File: src/sv/mm3_pkg.sv
// ----------------------------------------------------------------------------
// mm3_pkg: shared types and constants for the MurmurHash3 x86_32 stream hash
// Holds the mixing and finalizer constants, the sequencer state encoding and
// the control structures that pass between the sequencer and the datapath.
// ----------------------------------------------------------------------------
package mm3_pkg;

	localparam logic [31:0] MIX_C1  = 32'hcc9e2d51;
	localparam logic [31:0] MIX_C2  = 32'h1b873593;
	localparam logic [31:0] MIX_ADD = 32'he6546b64;
	localparam logic [31:0] FIN_M1  = 32'h85ebca6b;
	localparam logic [31:0] FIN_M2  = 32'hc2b2ae35;
	localparam int unsigned ROT_K = 15;
	localparam int unsigned ROT_H = 13;

	localparam logic [2:0] FULL_BYTES = 3'd4;

	// One-hot sequencer states.
	typedef enum logic [6:0] {
		ST_IDLE = 7'b0000001,
		ST_MIX2 = 7'b0000010,
		ST_MIX3 = 7'b0000100,
		ST_MIX4 = 7'b0001000,
		ST_FIN0 = 7'b0010000,
		ST_FIN1 = 7'b0100000,
		ST_FIN2 = 7'b1000000
	} state_t;

	// Operand selection for the shared multiplier.
	typedef enum logic [1:0] {
		MS_KEY = 2'd0,
		MS_C2  = 2'd1,
		MS_M1  = 2'd2,
		MS_M2  = 2'd3
	} mul_sel_t;

	// Facts about the accepted item that steer the sequence.
	typedef struct packed {
		logic last;
		logic full;
		logic empty;
	} item_t;

	// Strobes from the sequencer to the datapath.
	typedef struct packed {
		logic     ready;
		logic     mul_en;
		mul_sel_t mul_sel;
		logic     h_mix;
		logic     h_fold;
		logic     fin_out;
	} ctrl_t;

endpackage

File: src/sv/mm3_mul.sv
// ----------------------------------------------------------------------------
// mm3_mul: shared 32-bit multiplier with registered product
// Keeps the low 32 bits of the product of the selected operands.
// ----------------------------------------------------------------------------
module mm3_mul (
	input  logic        clk,
	input  logic        en,
	input  logic [31:0] a,
	input  logic [31:0] b,
	output logic [31:0] p_q
);

	logic [31:0] prod;

	assign prod = a * b;

	always_ff @(posedge clk) begin
		if (en) begin
			p_q <= prod;
		end
	end

endmodule

File: src/sv/mm3_fsm.sv
// ----------------------------------------------------------------------------
// mm3_fsm: sequencer for the word mix and the finalizer
// Steps one item through the shared multiplier and the hash update strobes.
// ----------------------------------------------------------------------------
module mm3_fsm (
	input  logic          clk,
	input  logic          arst_n,
	input  logic          accept,
	input  mm3_pkg::item_t item,
	input  logic          out_free,
	output mm3_pkg::ctrl_t ctrl
);

	mm3_pkg::state_t state_q, state_nxt;
	logic last_q, full_q;

	always_ff @(posedge clk or negedge arst_n) begin
		if (!arst_n) begin
			state_q <= mm3_pkg::ST_IDLE;
			last_q  <= 1'b0;
			full_q  <= 1'b0;
		end else begin
			state_q <= state_nxt;
			if (accept) begin
				last_q <= item.last;
				full_q <= item.full;
			end
		end
	end

	always_comb begin
		state_nxt    = state_q;
		ctrl.ready   = 1'b0;
		ctrl.mul_en  = 1'b0;
		ctrl.mul_sel = mm3_pkg::MS_KEY;
		ctrl.h_mix   = 1'b0;
		ctrl.h_fold  = 1'b0;
		ctrl.fin_out = 1'b0;
		case (state_q)
			mm3_pkg::ST_IDLE: begin
				ctrl.ready = 1'b1;
				if (accept) begin
					// The first multiply is issued on the accepted word itself.
					ctrl.mul_en = ~item.empty;
					state_nxt   = item.empty ? mm3_pkg::ST_FIN0 : mm3_pkg::ST_MIX2;
				end
			end
			mm3_pkg::ST_MIX2: begin
				ctrl.mul_en  = 1'b1;
				ctrl.mul_sel = mm3_pkg::MS_C2;
				state_nxt    = mm3_pkg::ST_MIX3;
			end
			mm3_pkg::ST_MIX3: begin
				ctrl.h_mix = 1'b1;
				state_nxt  = full_q ? mm3_pkg::ST_MIX4 : mm3_pkg::ST_FIN0;
			end
			mm3_pkg::ST_MIX4: begin
				ctrl.h_fold = 1'b1;
				state_nxt   = last_q ? mm3_pkg::ST_FIN0 : mm3_pkg::ST_IDLE;
			end
			mm3_pkg::ST_FIN0: begin
				ctrl.mul_en  = 1'b1;
				ctrl.mul_sel = mm3_pkg::MS_M1;
				state_nxt    = mm3_pkg::ST_FIN1;
			end
			mm3_pkg::ST_FIN1: begin
				ctrl.mul_en  = 1'b1;
				ctrl.mul_sel = mm3_pkg::MS_M2;
				state_nxt    = mm3_pkg::ST_FIN2;
			end
			mm3_pkg::ST_FIN2: begin
				if (out_free) begin
					ctrl.fin_out = 1'b1;
					state_nxt    = mm3_pkg::ST_IDLE;
				end
			end
			default: begin
				state_nxt = mm3_pkg::ST_IDLE;
			end
		endcase
	end

endmodule

File: src/sv/murmur3_32_stream_hash.sv
// ----------------------------------------------------------------------------
// murmur3_32_stream_hash: MurmurHash3 x86_32 over a stream of 32-bit words
// Hashes one message per run of items, giving one hash after the last item.
// ----------------------------------------------------------------------------
// A word that is not last holds the block for two passes through the one shared
// 32-bit multiplier and two hash update steps; no new word is taken meanwhile.
// A last word then runs FIN0 and FIN1 and waits in FIN2 for the output register
// to be free before tvalid rises; a tail skips the fold, an empty word the mix.
// Reset (arst_n low, asynchronous) idles the sequencer, empties the output
// register and marks the next item as the start of a new message.
module murmur3_32_stream_hash (
	input  logic        clk,
	input  logic        arst_n,
	// Input items.
	input  logic        s_axis_tvalid,
	output logic        s_axis_tready,
	input  logic [71:0] s_axis_tdata,  // data_word[31:0], byte_count[34:32], seed[66:35]
	input  logic        s_axis_tlast,  // last_word
	// Result items.
	output logic        m_axis_tvalid,
	input  logic        m_axis_tready,
	output logic [31:0] m_axis_tdata   // hash[31:0]
);

	// Unpacked input fields.
	logic [31:0] data_word;
	logic [2:0]  byte_count;
	logic [31:0] seed;

	assign data_word  = s_axis_tdata[31:0];
	assign byte_count = s_axis_tdata[34:32];
	assign seed       = s_axis_tdata[66:35];

	// Running state of the message.
	logic [31:0] h_q;
	logic [31:0] len_q;
	logic        start_q;
	logic [31:0] hash_q;
	logic        m_valid_q;

	// Whether the current word is mixed as a full word.
	logic        item_full_q;

	mm3_pkg::ctrl_t ctrl;
	mm3_pkg::item_t item;
	logic           accept;
	logic           out_free;

	// Effective byte count: words that are not last always count as four,
	// and a count above four on the last word saturates to four.
	logic [2:0]  cnt_eff;
	logic [31:0] key_mask;
	logic [31:0] key_word;

	assign accept   = s_axis_tvalid & s_axis_tready;
	assign out_free = ~m_valid_q | m_axis_tready;

	always_comb begin
		if (!s_axis_tlast || byte_count > mm3_pkg::FULL_BYTES) begin
			cnt_eff = mm3_pkg::FULL_BYTES;
		end else begin
			cnt_eff = byte_count;
		end
		case (cnt_eff)
			3'd0:    key_mask = 32'h0000_0000;
			3'd1:    key_mask = 32'h0000_00ff;
			3'd2:    key_mask = 32'h0000_ffff;
			3'd3:    key_mask = 32'h00ff_ffff;
			default: key_mask = 32'hffff_ffff;
		endcase
	end

	// Bytes beyond the count on the last word are dropped before mixing.
	assign key_word = data_word & key_mask;

	assign item.last  = s_axis_tlast;
	assign item.full  = (cnt_eff == mm3_pkg::FULL_BYTES);
	assign item.empty = (cnt_eff == 3'd0);

	mm3_fsm u_fsm (
		.clk      (clk),
		.arst_n   (arst_n),
		.accept   (accept),
		.item     (item),
		.out_free (out_free),
		.ctrl     (ctrl)
	);

	assign s_axis_tready = ctrl.ready;

	// Operand selection for the shared multiplier. The key scramble uses it
	// twice (by C1, then by C2 after a rotate) and the finalizer twice.
	logic [31:0] p_q;
	logic [31:0] mul_a;
	logic [31:0] mul_b;
	logic [31:0] fin_x;

	assign fin_x = h_q ^ len_q;

	always_comb begin
		case (ctrl.mul_sel)
			mm3_pkg::MS_KEY: begin
				mul_a = key_word;
				mul_b = mm3_pkg::MIX_C1;
			end
			mm3_pkg::MS_C2: begin
				mul_a = {p_q[31-mm3_pkg::ROT_K:0], p_q[31:32-mm3_pkg::ROT_K]};
				mul_b = mm3_pkg::MIX_C2;
			end
			mm3_pkg::MS_M1: begin
				mul_a = fin_x ^ (fin_x >> 16);
				mul_b = mm3_pkg::FIN_M1;
			end
			mm3_pkg::MS_M2: begin
				mul_a = p_q ^ (p_q >> 13);
				mul_b = mm3_pkg::FIN_M2;
			end
			default: begin
				mul_a = key_word;
				mul_b = mm3_pkg::MIX_C1;
			end
		endcase
	end

	mm3_mul u_mul (
		.clk (clk),
		.en  (ctrl.mul_en),
		.a   (mul_a),
		.b   (mul_b),
		.p_q (p_q)
	);

	// Hash update. A full word XORs in the scrambled key and rotates; the
	// following step multiplies by five (shift and add) and adds the constant.
	// Tail bytes only XOR in the scrambled key.
	logic [31:0] h_xor;
	logic [31:0] h_next;

	assign h_xor = h_q ^ p_q;

	always_comb begin
		h_next = h_q;
		if (accept && start_q) begin
			h_next = seed;
		end else if (ctrl.h_mix) begin
			if (item_full_q) begin
				h_next = {h_xor[31-mm3_pkg::ROT_H:0], h_xor[31:32-mm3_pkg::ROT_H]};
			end else begin
				h_next = h_xor;
			end
		end else if (ctrl.h_fold) begin
			h_next = {h_q[29:0], 2'b00} + h_q + mm3_pkg::MIX_ADD;
		end
	end

	always_ff @(posedge clk or negedge arst_n) begin
		if (!arst_n) begin
			h_q         <= '0;
			len_q       <= '0;
			start_q     <= 1'b1;
			item_full_q <= 1'b0;
			m_valid_q   <= 1'b0;
		end else begin
			h_q <= h_next;
			if (accept) begin
				item_full_q <= item.full;
				// The byte total restarts with each message and wraps at 2^32.
				len_q <= (start_q ? 32'd0 : len_q) + {29'd0, cnt_eff};
				start_q <= 1'b0;
			end
			if (ctrl.fin_out) begin
				start_q   <= 1'b1;
				m_valid_q <= 1'b1;
			end else if (m_axis_tready) begin
				m_valid_q <= 1'b0;
			end
		end
	end

	// The finished hash waits here until taken.
	always_ff @(posedge clk) begin
		if (ctrl.fin_out) begin
			hash_q <= p_q ^ (p_q >> 16);
		end
	end

	assign m_axis_tvalid = m_valid_q;
	assign m_axis_tdata  = hash_q;

endmodule

File: config.mk
export PLATFORM = sky130hd
export DESIGN_NAME = murmur3_32_stream_hash
export DESIGN_NICKNAME = d
export VERILOG_FILES = /design/src/sv/mm3_pkg.sv /design/src/sv/mm3_mul.sv /design/src/sv/mm3_fsm.sv /design/src/sv/murmur3_32_stream_hash.sv
export SDC_FILE = /design/constraint.sdc
export NUM_CORES = 1
export LEC_CHECK = 0
export BUFFER_PORTS_ARGS = -buffer_cell sky130_fd_sc_hd__buf_2
export CAP_MARGIN = 20
export CORE_ASPECT_RATIO = 1.4
export CORE_MARGIN = 4
export CORE_UTILIZATION = 50
export DETAILED_ROUTE_END_ITERATION = 12
export GPL_TIMING_DRIVEN = 0
export PLACE_DENSITY = 0.7
export REMOVE_ABC_BUFFERS = 1
export SLEW_MARGIN = 20
export SYNTH_ARGS = -nofsm -noshare
export SYNTH_HDL_FRONTEND = slang
export SYNTH_HIERARCHICAL = 1
export SYNTH_SLANG_ARGS = --single-unit
File: constraint.sdc
create_clock -name clk -period 10.1 [get_ports clk]
set_input_delay 3.03 -clock clk [delete_from_list [all_inputs] [get_ports clk]]
set_output_delay 3.03 -clock clk [all_outputs]
set_load 0.02 [all_outputs]
Word level (Yosys, flattened, before mapping)

Index checks and enable logic that the tools add are counted.

Output and inout port bits: 34
Bits in registers: 139

Reductions and logical operators: 10
Bitwise operators: 10
Multiply operators: 1
Add/subtract/negate cells: 3
Order comparisons: 1
Multiplexer cells: 27
Equality and inequality tests: 16

Operators by type and width:

| cell                   | count |
|---|---|
| $pmux 32 s4            | 3 |
| $mux 32                | 5 |
| $xor 32x16->32         | 2 |
| $xor 32x32->32         | 2 |
| $pmux 7 s7             | 1 |
| $add 32x3->32          | 1 |
| $add 32x32->32         | 1 |
| $add 32x32->32 const B | 1 |
| $and 32x32->32         | 1 |
| $mul 32x32->32         | 1 |
| $xor 32x19->32         | 1 |
| $mux 5                 | 3 |
| $mux 7                 | 2 |
| $mux 1                 | 10 |
| $eq 7x1->1 const B     | 1 |
| $eq 7x2->1 const B     | 1 |
| $eq 7x3->1 const B     | 1 |
| $eq 7x4->1 const B     | 1 |
| $eq 7x5->1 const B     | 1 |
| $eq 7x6->1 const B     | 1 |
| $eq 7x7->1 const B     | 1 |
| $eq 3x2->1 const B     | 2 |
| $pmux 2 s3             | 1 |
| $eq 2x2->1 const B     | 2 |
| other kinds (19)       | 22 |

Logic depth before layout (Yosys ltp)

Depth in word-level cells: 8
Mapped depth: 35
Depth with buffers taken out: 30

By module

The synthesis kept the hierarchy.

Modules (own cells, without submodules):

| module                 | cells an instance | area an instance (um2) | instances |
|---|---|---|---|
| mm3_mul                | 1747              | 16809.9                | 1 |
| murmur3_32_stream_hash | 1078              | 8984.9                 | 1 |
| mm3_fsm                | 60                | 569.3                  | 1 |

Least setup slack after synthesis

OpenSTA, ideal clock, no wires.

Path type: input port to flip-flop
From: input port s_axis_tlast
To: register u_mul.p_q[30] (data pin)
Library setup time: 257 ps
Buffers on the path: 1
Stages on the path: 26
Data required time: 9843 ps
Arrival: 9979 ps
Slack: -136 ps
Path through: nor2b_1 -> inv_1 -> nor3_1 -> o22ai_1 -> clkbuf_1 -> and2_1 -> fa_1 -> inv_1 -> fa_1 -> fa_1 -> inv_1 -> fa_1 -> ha_1 -> ha_1 -> inv_1 -> fa_1 -> inv_1 -> fa_1 -> ha_1 -> a2111oi_0 -> o21ai_1 -> a22oi_4 -> a221oi_4 -> a41o_1 -> o41a_1 -> xor2_1

RTL lines:

| what                 | line                         | text |
|---|---|---|
| start, declared      | murmur3_32_stream_hash.sv:18 | `input logic s_axis_tlast,` |
| end signal, assigned | mm3_mul.sv:19                | `p_q <= prod;` |
| end, declared        | mm3_mul.sv:10                | `output logic [31:0] p_q` |

Worst setup path after layout

From: input port s_axis_tlast
To: register u_mul.p_q[30] (data pin)

Word-level cells in the longest chain between the ends: 8
Elaborated cells between the ends (all ways): 11

RTL lines:

| what                               | line                          | text |
|---|---|---|
| $logic_not 1->1 (*)                | murmur3_32_stream_hash.sv:59  | `if (!s_axis_tlast \|\| byte_count > mm3_pkg::FULL_BYTES) begin` |
| $logic_or 1x1->1 (*)               | murmur3_32_stream_hash.sv:59  |  |
| $mux 3 (*)                         | murmur3_32_stream_hash.sv:59  |  |
| $eq 3x2->1 (tied with other cells) | murmur3_32_stream_hash.sv:64  | `case (cnt_eff)` |
| $pmux 32 s4 (*)                    | murmur3_32_stream_hash.sv:64  |  |
| $and 32x32->32 (*)                 | murmur3_32_stream_hash.sv:74  | `assign key_word = data_word & key_mask;` |
| $pmux 32 s4 (*)                    | murmur3_32_stream_hash.sv:101 | `case (ctrl.mul_sel)` |
| named net mul_a[15]                | murmur3_32_stream_hash.sv:94  | `logic [31:0] mul_a;` |
| $mul 32x32->32 (*)                 | mm3_mul.sv:15                 | `assign prod = a * b;` |
| named net u_mul.prod[30]           | mm3_mul.sv:13                 | `logic [31:0] prod;` |

The timed path passes the listed nets; every way through them passes the cells marked *.
A chain may end at the register's enable or synchronous reset.

==> PnR_summary.wiki <==
{| class="wikitable"
! Metric !! Value
|-
| Outcome || finished with violations
|-
| Failing checks || setup timing
|-
| Clk sinks || 140
|-
| Flop and latch count out of synthesis || 140
|-
| Simple-gate portion of the synthesized area || between 10% and 20%
|-
| HPWL Detailed || 62.8 mm
|-
| Total clock buffers created by CTS || 17
|-
| Cell Rows || 99
|-
| Placeable Area || 52,100 um2
|-
| Dominant combinational cell family by area after synthesis || adder cells
|-
| Number of antenna-violating nets in the routed design || 0
|-
| Hold Vio Cnt, Final || 0
|-
| Clock tree from TritonCTS || built
|-
| Synthesized-area fraction occupied by xor and xnor cells || roughly 8%
|-
| Endpoint arrival time on the critical path || about 10 ns
|-
| Area delta synth->final || 14.1%
|-
| Critical Path Max Stage Delay || approximately 0.56 ns
|-
| DP Cell Count || 3,583
|-
| Die Area || 56,500 um2
|-
| RSZ-0062 raised after global routing || true
|-
| Die X || 202 um
|-
| Most numerous cell types in the synthesized netlist || sky130_fd_sc_hd__inv_1, sky130_fd_sc_hd__fa_1, sky130_fd_sc_hd__and2_1
|-
| Setup clock skew after layout || between 0.008 and 0.009 ns
|-
| Asr flop ratio synth || between 50% and 60%
|-
| Biggest area consumer among synthesized cells || sky130_fd_sc_hd__fa_1
|-
| Post-route fraction of the period consumed by the critical path || 100%
|-
| Total detailed-routing wirelength || about 84 mm
|-
| Total number of H-tree levels || 4
|-
| Crit-path slowest cell || sky130_fd_sc_hd__fa_1
|-
| CTS clk-pin slew, worst paths || 0.06 ns
|-
| Routed wire per std cell || around 23 um
|-
| Maximum root-to-sink buffer count || 2
|-
| Most frequent cell after synthesis || sky130_fd_sc_hd__inv_1
|-
| Maximum clock frequency || 0.0987 GHz
|-
| Cell area after synthesis || between 20,000 and 30,000 um2
|-
| Number of unique standard cell types used by synthesis || 91
|-
| Required time of the worst setup path || roughly 10 ns
|-
| Floorplan die height || around 280 um
|-
| WHS || between 0.5 and 0.6 ns
|-
| Setup slack of the critical path after layout || -0.0277 ns
|-
| Slew at the pin with the worst max-slew slack || between 1 and 1.5 ns
|-
| Top post-synthesis cells by area || sky130_fd_sc_hd__fa_1, sky130_fd_sc_hd__ha_1, sky130_fd_sc_hd__and2_1, sky130_fd_sc_hd__edfxtp_1, sky130_fd_sc_hd__dfrtp_1
|-
| Nature of the critical path endpoint || flip-flop
|-
| Category of cells accounting for the largest share of critical-path delay || adder cells
|-
| Antenna fix cells || 0
|-
| FILL cells || about 4.5k
|-
| Worst min-delay path category || reg2reg
|-
| Setup Viol. Count Final || 1
|-
| First-iteration detailed-routing DRC count || 1,795
|-
| Adder and majority cell fraction of the synthesized area || around two fifths
|-
| Share of cells above drive strength 1 || around 15%
|-
| Via density || roughly 5.8
|-
| Startpoint-to-endpoint class of the critical path || in2reg
|-
| Wire length of the first global-routing pass || 130 mm
|-
| Initial antenna violation count || 2
|-
| Type of element launching the critical path || input pin
|-
| Final std cell area, no fill || 30,100 um2
|-
| Number of enable-type register cells in the synthesized netlist || 64
|-
| Initial Util || slightly above 50%
|-
| Router iterations before antenna repair || 9
|-
| Remaining global-route overflow || 0
|-
| Number of primary I/O pins || 111
|-
| Multiplexer area fraction after synthesis || less than 1%
|-
| Yosys warns || 6
|-
| Number of max-cap violations || 0
|-
| Vias in the first global route || 23.0k
|-
| Slew HR || between 20% and 30%
|-
| Root buf cell || sky130_fd_sc_hd__clkbuf_16
|-
| Sequential area share after synthesis || between 10% and 20%
|-
| Period minus WS final || 10.13 ns
|-
| Synth Instances || 2,885
|-
| Post-Place Cell Area || approximately 28,000 um2
|-
| Insertion delay to the later sink of the worst-skew pair || between 0.4 and 0.5 ns
|-
| Average instance area after synthesis || slightly above 9 um2
|-
| Post-synthesis compound-gate area fraction || between 10% and 20%
|-
| Count of input and output buffers || ~110
|-
| Number of nets at the end of the flow || 3,643
|-
| Area share of the leading cell type in the synthesized netlist || 31.1%
|-
| Layout Cells excl Fill || 3,687
|-
| Main flop type after synthesis || sky130_fd_sc_hd__dfrtp_1
|-
| Maximum fanout along the worst path || 7
|-
| Worst Path Buf+Inv || 8
|-
| Post-route DRC violation count || 0
|-
| Total global routing track utilization || between 20 and 30%
|-
| Setup TNS || -0.0277 ns
|-
| Maximum number of pins on one net before global-route repair || 65
|-
| Max Transition Viols Final || 0
|-
| Total vias in the final route || roughly 21k
|-
| Global placer's final weighted congestion || roughly 0.97
|-
| Dominant cell type by count on the critical path || sky130_fd_sc_hd__fa_1
|}
area by class of cell:
| cell class | count | area [um2] | area share (%) |
|---|---|---|---|
| clock buffer | 19 | 433 | 1.44 |
| multi-input combinational | 2155 | 21100 | 70.2 |
| tap | 707 | 885 | 2.94 |
| timing repair buffer | 212 | 1950 | 6.48 |
| sequential | 140 | 3830 | 12.7 |
| clock inverter | 13 | 213 | 0.707 |
| inverter | 441 | 1660 | 5.51 |
cells in the final DEF, fill, tap and decap left out, types with 15 or more instances in the layout:
cell type,instances
sky130_fd_sc_hd__a21o_1,24
sky130_fd_sc_hd__a21oi_1,95
sky130_fd_sc_hd__a221o_1,16
sky130_fd_sc_hd__a222oi_1,19
sky130_fd_sc_hd__a31oi_1,20
sky130_fd_sc_hd__and2_1,363
sky130_fd_sc_hd__buf_16,15
sky130_fd_sc_hd__buf_2,106
sky130_fd_sc_hd__buf_4,55
sky130_fd_sc_hd__buf_6,15
sky130_fd_sc_hd__clkbuf_16,22
sky130_fd_sc_hd__conb_1,23
sky130_fd_sc_hd__dfrtp_1,73
sky130_fd_sc_hd__edfxtp_1,64
sky130_fd_sc_hd__fa_1,385
sky130_fd_sc_hd__fa_2,25
sky130_fd_sc_hd__ha_1,167
sky130_fd_sc_hd__ha_4,16
sky130_fd_sc_hd__inv_1,429
sky130_fd_sc_hd__nand2_1,298
sky130_fd_sc_hd__nor2_1,61
sky130_fd_sc_hd__nor3_1,17
sky130_fd_sc_hd__o211ai_1,22
sky130_fd_sc_hd__o21ai_0,74
sky130_fd_sc_hd__xnor2_1,137
sky130_fd_sc_hd__xor2_1,100
through the flow:
| stage | util, % | setup WS (ns) |
|---|---|---|
| after floorplan | - | -0.508 |
| after global placement | 52.1 | -5.01 |
| after detailed placement | 54.1 | -1.87 |
| after CTS | 56.8 | 0.0189 |
| after global routing | 57.7 | -0.170 |
| final | 57.7 | -0.0277 |
worst paths after layout:
kind                       slack (ns)  depth (start not counted)              from          endpoint
setup / recovery                -0.03                         28      s_axis_tlast     u_mul/p_q[30]
hold / removal                   0.51                          1      u_fsm/full_q  u_fsm/state_q[3]
setup reg to reg                 0.29                         31  u_fsm/state_q[6]     u_mul/p_q[30]
hold reg to reg                  0.51                          1      u_fsm/full_q  u_fsm/state_q[3]
max in group asynchronous        6.85                          2            arst_n  u_fsm/state_q[0]
min in group asynchronous        2.56                          1            arst_n           h_q[27]
layer usage:
layer	track usage (%)	wire length, um	up-vias
met5	0	0	-
met4	17.6	5600	0
met3	4.76	6460	277
met2	51.4	42000	992
met1	34.7	30200	10800
li1	-	-	9305
state kept, by name (all words and copies together), names as in the netlist, 7 cells and up:
register / count
h_q: 32
u_mul/p_q: 32
m_axis_tdata: 32
len_q: 32
u_fsm/state_q: 7
repair_timing:
item	CTS	global route
hold buffers	0	0
setup buffers	50	18
endpoints found under the setup margin	22	12
resized for setup	72	76
gates cloned	2	1
pin swaps	38	49
cells by family (layout without fill, tap and decap cells):
family | Yosys count | in the layout
simple gates | 865 | 865
buf+inv | 612 | 685
fa+ha+maj | 599 | 599
compound gates | 420 | 421
xor+xnor | 238 | 238
flops | 140 | 140
mux | 9 | 9
other cells | 2 | 23
Power is not shown: default switching activity piles up to over one toggle a cycle in this logic, so the estimate is an artifact.
